### src/design/leb_pkg.sv
// ----------------------------------------------------------------------------
// leb_pkg
// Shared types and constants for the LEB128 / zigzag varint encoder.
// ----------------------------------------------------------------------------
`default_nettype none

package leb_pkg;

  localparam int unsigned DigitW   = 7;
  localparam int unsigned GroupCnt = 19;
  localparam int unsigned ValW     = DigitW * GroupCnt;
  localparam int unsigned HalfW    = 64;
  localparam int unsigned ModeW    = 3;
  localparam int unsigned InDataW  = 136;
  localparam int unsigned OutDataW = 8;

  typedef enum logic [ModeW-1:0] {
    MODE_U64  = 3'd0,
    MODE_U128 = 3'd1,
    MODE_ZZ   = 3'd2,
    MODE_TAG  = 3'd3,
    MODE_BOOL = 3'd4
  } mode_e;

  typedef enum logic [1:0] {
    ST_IDLE = 2'b01,
    ST_EMIT = 2'b10
  } state_e;

endpackage

`default_nettype wire

### src/design/varint_leb128_zigzag_encoder_unit.sv
// ----------------------------------------------------------------------------
// varint_leb128_zigzag_encoder_unit
// Shortest-form unsigned LEB128 encoder with unsigned, zigzag, tag and boolean
// modes; the value is shifted out one 7-bit digit per cycle while the output is ready.
// Latency: first byte is valid the cycle after the input transfer.
// Throughput: one output byte per cycle while m_axis_tready_i is high; an item
// gives 1 to 19 bytes from the 7-bit digit shift register, and the next item
// is taken in the cycle its last byte transfers. Modes 5 to 7 give no output.
// Reset: asynchronous active-low, returns the controller to idle.
// ----------------------------------------------------------------------------
`default_nettype none

module varint_leb128_zigzag_encoder_unit
  import leb_pkg::*;
(
  input  wire logic                clk_i,
  input  wire logic                rst_ni,
  input  wire logic                s_axis_tvalid_i,
  output logic                     s_axis_tready_o,
  // [2:0] mode, [66:3] value_low, [130:67] value_high, [135:131] zero
  input  wire logic [InDataW-1:0]  s_axis_tdata_i,
  output logic                     m_axis_tvalid_o,
  input  wire logic                m_axis_tready_i,
  // [7:0] out_byte
  output logic [OutDataW-1:0]      m_axis_tdata_o,
  output logic                     m_axis_tlast_o,
  // [0] rejected
  output logic                     m_axis_tuser_o
);

  state_e                state_q, state_d;
  logic [ValW-1:0]       data_q, data_d;
  logic [GroupCnt-1:0]   nz_q, nz_d;
  logic                  rej_q, rej_d;

  mode_e                 in_mode;
  logic [HalfW-1:0]      in_lo;
  logic [HalfW-1:0]      in_hi;
  logic [ValW-1:0]       load_val;
  logic [GroupCnt-1:0]   load_nz;
  logic                  load_rej;
  logic                  load_ok;
  logic                  lo_nz;
  logic                  more;
  logic                  s_xfer;
  logic                  m_xfer;

  assign in_mode = mode_e'(s_axis_tdata_i[ModeW-1:0]);
  assign in_lo   = s_axis_tdata_i[ModeW +: HalfW];
  assign in_hi   = s_axis_tdata_i[ModeW+HalfW +: HalfW];
  assign lo_nz   = |in_lo;

  always_comb begin
    load_val = '0;
    load_rej = 1'b0;
    load_ok  = 1'b1;
    unique case (in_mode)
      MODE_U64: begin
        load_val[HalfW-1:0] = in_lo;
      end
      MODE_U128: begin
        load_val[2*HalfW-1:0] = {in_hi, in_lo};
      end
      MODE_ZZ: begin
        load_val[HalfW-1:0] = {in_lo[HalfW-2:0], 1'b0} ^ {HalfW{in_lo[HalfW-1]}};
      end
      MODE_TAG: begin
        load_val[HalfW-1:0] = in_lo;
        load_rej            = ~lo_nz;
      end
      MODE_BOOL: begin
        load_val[0] = lo_nz;
      end
      default: begin
        load_ok = 1'b0;
      end
    endcase
  end

  // per-digit nonzero marks, consumed one per emitted byte
  always_comb begin
    for (int g = 0; g < GroupCnt; g++) begin
      load_nz[g] = |load_val[g*DigitW +: DigitW];
    end
  end

  assign more            = |nz_q[GroupCnt-1:1];
  assign m_axis_tvalid_o = (state_q == ST_EMIT);
  assign m_axis_tdata_o  = {more, data_q[DigitW-1:0]};
  assign m_axis_tlast_o  = ~more;
  assign m_axis_tuser_o  = rej_q;

  assign m_xfer          = m_axis_tvalid_o & m_axis_tready_i;
  assign s_axis_tready_o = (state_q == ST_IDLE) | (m_xfer & ~more);
  assign s_xfer          = s_axis_tvalid_i & s_axis_tready_o;

  always_comb begin
    state_d = state_q;
    data_d  = data_q;
    nz_d    = nz_q;
    rej_d   = rej_q;
    if (m_xfer) begin
      data_d = {{DigitW{1'b0}}, data_q[ValW-1:DigitW]};
      nz_d   = {1'b0, nz_q[GroupCnt-1:1]};
      if (!more) begin
        state_d = ST_IDLE;
      end
    end
    if (s_xfer) begin
      data_d  = load_val;
      nz_d    = load_nz;
      rej_d   = load_rej;
      state_d = load_ok ? ST_EMIT : ST_IDLE;
    end
  end

  always_ff @(posedge clk_i or negedge rst_ni) begin
    if (!rst_ni) begin
      state_q <= ST_IDLE;
    end else begin
      state_q <= state_d;
    end
  end

  always_ff @(posedge clk_i) begin
    data_q <= data_d;
    nz_q   <= nz_d;
    rej_q  <= rej_d;
  end

  a_rej_single : assert property (@(posedge clk_i) disable iff (!rst_ni)
    (m_axis_tvalid_o && m_axis_tuser_o) |-> (m_axis_tlast_o && m_axis_tdata_o == '0))
    else $error("rejected transfer is not a single zero byte");

  a_cont_flag : assert property (@(posedge clk_i) disable iff (!rst_ni)
    m_axis_tvalid_o |-> (m_axis_tdata_o[OutDataW-1] == !m_axis_tlast_o))
    else $error("continuation flag disagrees with tlast");

  a_take_on_last : assert property (@(posedge clk_i) disable iff (!rst_ni)
    (s_xfer && state_q == ST_EMIT) |-> (m_xfer && m_axis_tlast_o))
    else $error("input taken while bytes still pending");

  a_last_idles : assert property (@(posedge clk_i) disable iff (!rst_ni)
    (m_xfer && m_axis_tlast_o && !s_axis_tvalid_i) |=> (state_q == ST_IDLE))
    else $error("encoder still busy after final byte");

endmodule

`default_nettype wire

### config.mk
export PLATFORM = sky130hd
export DESIGN_NAME = varint_leb128_zigzag_encoder_unit
export DESIGN_NICKNAME = d
export VERILOG_FILES = /design/src/design/leb_pkg.sv /design/src/design/varint_leb128_zigzag_encoder_unit.sv
export SDC_FILE = /design/constraint.sdc
export NUM_CORES = 1
export LEC_CHECK = 0
export BUFFER_PORTS_ARGS = -buffer_cell sky130_fd_sc_hd__buf_2
export CAP_MARGIN = 20
export CORE_MARGIN = 8
export CORE_UTILIZATION = 43
export CTS_CLUSTER_SIZE = 20
export DETAILED_ROUTE_END_ITERATION = 10
export PLACE_DENSITY = 0.63
export SETUP_SLACK_MARGIN = 0.15
export SLEW_MARGIN = 15
export SYNTH_ARGS = -nofsm -noshare
export SYNTH_HDL_FRONTEND = slang
export SYNTH_SLANG_ARGS = --single-unit
### constraint.sdc
create_clock -name clk_i -period 8.6 [get_ports clk_i]
set_clock_uncertainty 0.2 [all_clocks]
set_input_delay 0.86 -clock clk_i [delete_from_list [all_inputs] [get_ports clk_i]]
set_output_delay 0.86 -clock clk_i [all_outputs]
set_load 0.05 [all_outputs]
==> results of run 1 <==
## where the power goes
| group | switching (µW) | internal, µW |
|---|---|---|
| clock network | 287 | 478 |
| logic | 251 | 121 |
| registers | 35.1 | 973 |
| total | 573 | 1570 |
## sequential cells by signal, summed over array words and instances, names as in the netlist
| name | count |
|---|---|
| data_q | 128 |
| nz_q | 18 |
| state_q | 2 |
| m_axis_tuser_o | 1 |
## worst reg2reg max path, delay by kind of cell, from the launching register on
kind            cells  cell delay (ns)
compound gates      1             0.28
buf+inv             3             1.70
flops               1             0.41
mux                 1             0.47
simple gates        2             0.95
## area by class of cell
cell class / count / share of cell area, %
Sequential cell: 149 / 45.4
Multi-Input combinational cell: 653 / 36.3
Timing Repair Buffer: 157 / 8.53
Clock buffer: 23 / 4.86
Tap cell: 265 / 3.37
Clock inverter: 9 / 1.30
Inverter: 7 / 0.280
## final timing paths
path | start | endpoint | slack (ns)
setup / recovery | nz_q[2]$_DFFE_PP_ | data_q[14]$_DFFE_PP_ | 4.34
hold / removal | data_q[17]$_DFFE_PP_ | data_q[10]$_DFFE_PP_ | 0.31
setup reg to reg | nz_q[2]$_DFFE_PP_ | data_q[14]$_DFFE_PP_ | 4.34
hold reg to reg | data_q[17]$_DFFE_PP_ | data_q[10]$_DFFE_PP_ | 0.31
max in group asynchronous | rst_ni | state_q[0]$_DFFE_PN1P_ | 7.46
min in group asynchronous | rst_ni | state_q[1]$_DFFE_PN0P_ | 0.55
## cells in the final DEF, fill, tap and decap left out, types with 5 or more instances in the layout
cell,Yosys,layout
nor4_1,23,23
nand2_1,228,227
xor2_1,21,21
o31ai_1,7,7
o41ai_1,28,28
nor3_1,10,10
inv_1,5,5
a211oi_1,37,37
or4_1,11,11
nand3_1,59,59
buf_4,8,10
nor2_1,102,102
xnor2_1,41,41
o21ai_0,10,10
nand4_1,8,8
mux2_2,11,11
and3_1,9,9
edfxtp_1,147,147
buf_2,20,145
clkbuf_16,0,17
a21oi_1,16,16
## logic make-up after synthesis
logic type	after synthesis	synth area share [%]
AOI/OAI and AO/OA	117	10.1
xor gates and xnor gates	62	6.49
adders and majority gates	1	0.149
buffers and inverters	84	4.42
DFF	149	53.3
muxes	11	1.48
and+or+nand+nor	462	24.0
## layer usage
metal  wire (µm)  vias to the layer above
met3        1520                       35
met4         380                        6
met1        9980                     3263
met5          32                        -
li1            -                     3376
met2       11000                      237
## through the flow
| step | area (µm²) | hold WS, ns | util, % |
|---|---|---|---|
| 2_1_floorplan | 8370 | 0.284 | - |
| 3_3_place_gp | 9190 | 0.286 | 47.7 |
| 3_5_place_dp | 9190 | 0.294 | 47.7 |
| 4_1_cts | 9810 | 0.309 | 50.9 |
| 5_1_grt | 9830 | 0.316 | 51.0 |
| 6_report | 9830 | 0.305 | 51.0 |
==> flow_summary_export.csv, run 1 <==
group,metric,value,unit
run_status,run_status,"finished, final reports clean",
setup_path,cp.buffers_inverters,3,
floorplan,die_x,156,µm
floorplan,rows,51,
route,wl_per_cell,18.2,µm
setup_path,crit_path_max_incr_delay,0.65,ns
synth,ys_types,47,
final_layout,antenna_cells,0,
synth,ys_seq_area_share,53.3,%
global_routing,grt_util_met2,30.3,%
route,finalWirelength,22900,µm
timing,period_needed,4.26,ns
floorplan,core,19300,µm²
setup_path,crit_fanout,79,
floorplan,initial_core_util,43.4,%
flow_run,cap_violations,0,
clocking,cts-root-buf,"clkbuf_16",
clocking,cts_hold_buf,1,
timing,setup_violations,0,
timing,rsz0062_at_grt,"no",
clocking,cts_tree,"yes",
final_layout,multi_input_area,3560,µm²
min_path,min_path_cells,2,
clocking,clk_latency,0.42,ns
timing,slew_headroom,36.5,%
synth,synth_top_area_cell,"edfxtp_1",
route,vias,6917,
floorplan,dieHeight,156,µm
synth,synth-edff-count,147,
final_layout,fill_cells,1860,
pwr,peakVddDrop,0.000142,V
synth,syn_avg_cell_area,9.45,µm²
global_routing,busiest_layer,"met2",
setup_path,crit_cells,7,
pwr,leakagePower,0.00392,µW
clocking,clock_sinks,149,
global_routing,grt_pass1_wl,36700,µm
setup_path,cp.arrival,4.22,ns
setup_path,slowest_stage,"clkinv_2",
floorplan,dieArea,24200,µm²
synth,yosys_register_bits,149,
route,dr.first_iter.drc_count,812,
placement,dp_hpwl,15500,µm
clocking,ctsResizeCount,0,
timing,max_slew.worst_pin.slew,0.953,ns
clocking,cts_buffers,17,
final_layout,syn_to_final_growth,17.4,%
placement,dp_cells,1229,
timing,finalSetupTns,0,ns
synth,synth_area,8370,µm²
setup_path,crit_top_cell,"buf_4",
final_layout,layoutNonFillerInstCount,1263,
setup_path,crit_required,8.56,ns
synth,yosysWarnings,0,
route,drt-pass1-iter-count,5,
timing,setup_slack,4.34,ns
setup_path,path_class,"reg -> reg",
final_layout,nNetsFinal,1126,
clocking,htree_levels,4,
global_routing,grt.total_usage,19.3,%
placement,gp_congestion,0.829,
synth,synth_area_leaders,"edfxtp_1 (53%), nand2_1 (10%), nor2_1 (4.6%), xnor2_1 (4.3%), nand3_1 (3.5%)",
synth,syn-num-nets,1027,
route,vias_per_cell,5.48,
synth,async_reset_ff_share,1.34,%
timing,hold_viol,0,
setup_path,startpoint_type,"flop",
global_routing,gr-total-overflow,0,
setup_path,crit_family,"buffers and inverters",
global_routing,first_global_vias,6834,
timing,clock.fmax,235,MHz
global_routing,antenna_found_initial,3,
route,drtAntennaViolNets,0,
setup_path,r2r_cells,7,
clocking,cts.clk_slew.worst_paths,0.06,ns
clocking,postCtsSetupBuffers,0,
final_layout,drive_gt1_share,20.5,%
synth,ys.flop_type,"edfxtp_1",
timing,maxSlewViolCount,0,
clocking,clockBufferDepth,2,
pwr,power.total,2140,µW
placement,port_buffers,146,
global_routing,grt_max_degree,97,
final_layout,regArea,4470,µm²
route,post-route-drc-count,0,
global_routing,grtUsageMet3,4.88,%
min_path,hp-class,"reg -> reg",
synth,synth_cells,886,
synth,ys_top_cells_by_count,"nand2_1 (228), edfxtp_1 (147), nor2_1 (102), nand3_1 (59), clkbuf_1 (47)",
global_routing,gr-usage-met1,25.6,%
synth,netlist.area_leader.share,52.7,%
pwr,cellPowerDensity,218,nW/µm²
placement,dp_slack,4.34,ns
floorplan,num_io_pins,152,
setup_path,worst_setup_path_end_kind,"flop",
setup_path,cp_cell_sequence,"nor4_1 > nand4_1 > o21a_4 > buf_4 > clkinv_2 > buf_4 > mux2_2",
timing,period_share,49.6,%
synth,yosysMostFrequentCell,"nand2_1",
(Power assumes the default switching activity.)
==> run 2: changes to the inputs <==
- ABC_AREA: unset -> 1
- PLACE_DENSITY: 0.63 -> 0.66
- clock period: 8.6 -> 3.7 ns (I/O delays scaled with it)
==> flow_summary_export.csv, run 2 <==
group,metric,value,unit
setup_path,worst_setup_path_end_kind,"flop",
floorplan,dieHeight,156,µm
route,finalWirelength,20100,µm
floorplan,die_x,156,µm
pwr,internal_power,4170,µW
clocking,clock_sinks,149,
floorplan,num_io_pins,152,
synth,synth_top_area_cell,"edfxtp_1",
placement,dp_slack,0.946,ns
placement,dpl-instance-area,9300,µm²
placement,dp_hpwl,14000,µm
floorplan,rows,51,
route,wl_per_cell,14.3,µm
final_layout,max_flop_register,"data_q",
pwr,switching_share,29.1,%
timing,setup_slack,0.967,ns
global_routing,antenna_found_initial,1,
clocking,htree_levels,4,
pwr,cellPowerDensity,592,nW/µm²
synth,synth_area_leaders,"edfxtp_1 (52%), nand2_1 (15%), nor2_1 (5.8%), xor2_1 (5.6%), o21ai_1 (4.0%)",
clocking,cts_buffers,17,
synth,syn_avg_cell_area,8.31,µm²
timing,clock.fmax,366,MHz
setup_path,crit_required,3.56,ns
run_status,run_status,"finished, final reports clean",
setup_path,startpoint_type,"flop",
synth,syn-num-nets,1161,
timing,hold_viol,0,
final_layout,mostFrequentLayoutCells,"nand2_1 (339), edfxtp_1 (147), buf_2 (146), nor2_1 (131), o21ai_1 (67)",
floorplan,initial_core_util,43.7,%
setup_path,path_class,"reg -> reg",
floorplan,dieArea,24500,µm²
timing,period_needed,2.73,ns
clocking,cts.clk_slew.worst_paths,0.06,ns
timing,rsz0062_at_grt,"no",
timing,slew_headroom,53.1,%
min_path,hp-class,"in -> async",
route,dr.first_iter.drc_count,535,
synth,yosys_register_bits,149,
route,drt-pass1-iter-count,5,
route,vias,6845,
final_layout,design_area,9940,µm²
pwr,power_switching,1710,µW
pwr,power.total,5880,µW
clocking,cts-root-buf,"clkbuf_16",
timing,maxSlewViolCount,0,
final_layout,nNetsFinal,1270,
setup_path,crit_fanout,87,
flow_run,cap_violations,0,
clocking,postCtsSetupBuffers,0,
global_routing,grt.total_usage,16.7,%
synth,yosysWarnings,0,
final_layout,layout_commonest_cell,"nand2_1",
pwr,leakagePower,0.00441,µW
timing,period_share,73.9,%
route,vias_per_cell,4.86,
synth,ys_top_cells_by_count,"nand2_1 (339), edfxtp_1 (147), nor2_1 (131), o21ai_1 (67), inv_1 (58)",
synth,async_reset_ff_share,1.34,%
timing,finalSetupTns,0,ns
final_layout,syn_to_final_growth,17.2,%
synth,synth-edff-count,147,
route,drtAntennaViolNets,0,
final_layout,reg_top3,"data_q: 128 flops, nz_q: 18 flops, state_q: 2 flops",
final_layout,drive_gt1_share,17.1,%
synth,synth_cells,1020,
global_routing,grt_pass1_wl,32200,µm
synth,synth_area,8480,µm²
timing,max_slew.worst_pin.slew,0.704,ns
synth,netlist.area_leader.share,52.1,%
pwr,pwr-share-clk,31.1,%
global_routing,grt_max_degree,182,
timing,setup_violations,0,
global_routing,first_global_vias,6548,
synth,ys.flop_type,"edfxtp_1",
synth,ys_seq_area_share,52.7,%
synth,ys_types,29,
floorplan,core,19400,µm²
synth,yosysMostFrequentCell,"nand2_1",
final_layout,largest_reg_flops,128,
global_routing,gr-total-overflow,0,
pwr,pwr-share-seq,46.7,%
clocking,clk_latency,0.42,ns
setup_path,cp.arrival,2.59,ns
pwr,combPwrFrac,22.2,%
clocking,cts_tree,"yes",
clocking,ctsResizeCount,0,
route,post-route-drc-count,0,
placement,port_buffers,146,
clocking,clockBufferDepth,2,
pwr,peakVddDrop,0.000362,V
placement,gp_congestion,0.802,
[run 2: area by class of cell]
class                           instances  area [µm²]
Fill cell                            1837        9460
Sequential cell                       149        4470
Multi-Input combinational cell        745        3430
Timing Repair Buffer                  155         851
Clock buffer                           18         429
Tap cell                              265         332
Inverter                               61         229
Clock inverter                         14         196
Antenna cell                            1        2.50
[run 2: routing by layer]
layer	vias up	GRT usage, %	wire, µm
met3	15	3.45	1000
li1	3576	-	-
met5	-	0	10
met1	3105	20.7	8850
met2	147	28.5	10000
met4	2	5.45	192
[run 2: critical path, stage by stage (launching register included)]
cell and delay [ns]:
edfxtp_1 0.40, nor2_1 0.12, nand2_1 0.07, nor2_1 0.22, nand3_2 0.16, nand2_4 0.15
nand2_8 0.27, inv_1 0.16, or2_4 0.16, buf_12 0.35
[run 2: cells by family (layout without fill, tap and decap cells)]
group           after synthesis  after routing  synth area share [%]
xor+xnor                     54             54                  5.58
flops                       149            149                  52.7
other cells                   0              1                     0
simple gates                511            511                  23.8
fa+ha+maj                     1              1                 0.148
compound gates              179            179                  10.8
buf+inv                     126            248                  7.07
[run 2: repair_timing]
item,CTS,global route
hold buffers,1,0
setup endpoints to repair,0,0
endpoints found under the hold margin,2,0
[run 2: power groups by stage]
stage,Sequential [µW],Clock [µW],Combinational (µW)
finish,2750,1830,1310
global placement,2770,0,1290
floorplan,2760,0,952
global route,2800,1920,1480
CTS,2750,1860,1320
detailed placement,2780,0,1320
[run 2: path summary, 6_finish.rpt]
path                                        start                        end  slack, ns  cells past startpoint
max                        nz_q[18]$_SDFFCE_PP0P_       data_q[97]$_DFFE_PP_       0.97                      9
min                                        rst_ni     state_q[1]$_DFFE_PN0P_       0.07                      2
max reg2reg                nz_q[18]$_SDFFCE_PP0P_       data_q[97]$_DFFE_PP_       0.97                      9
min reg2reg                state_q[1]$_DFFE_PN0P_     state_q[1]$_DFFE_PN0P_       0.30                      2
max in group asynchronous                  rst_ni     state_q[0]$_DFFE_PN1P_       3.04                      2
min in group clk_i            s_axis_tdata_i[126]  data_q[123]$_SDFFCE_PP0P_       0.07                      3
[run 2: through the flow]
stage	std cells	utilization [%]	hold slack (ns)
2_1_floorplan	1020	-	-0.126
3_3_place_gp	1374	47.9	-0.0430
3_5_place_dp	1374	47.9	-0.0414
4_1_cts	1407	51.2	0.0560
5_1_grt	1407	51.2	0.0835
6_report	1408	51.2	0.0703
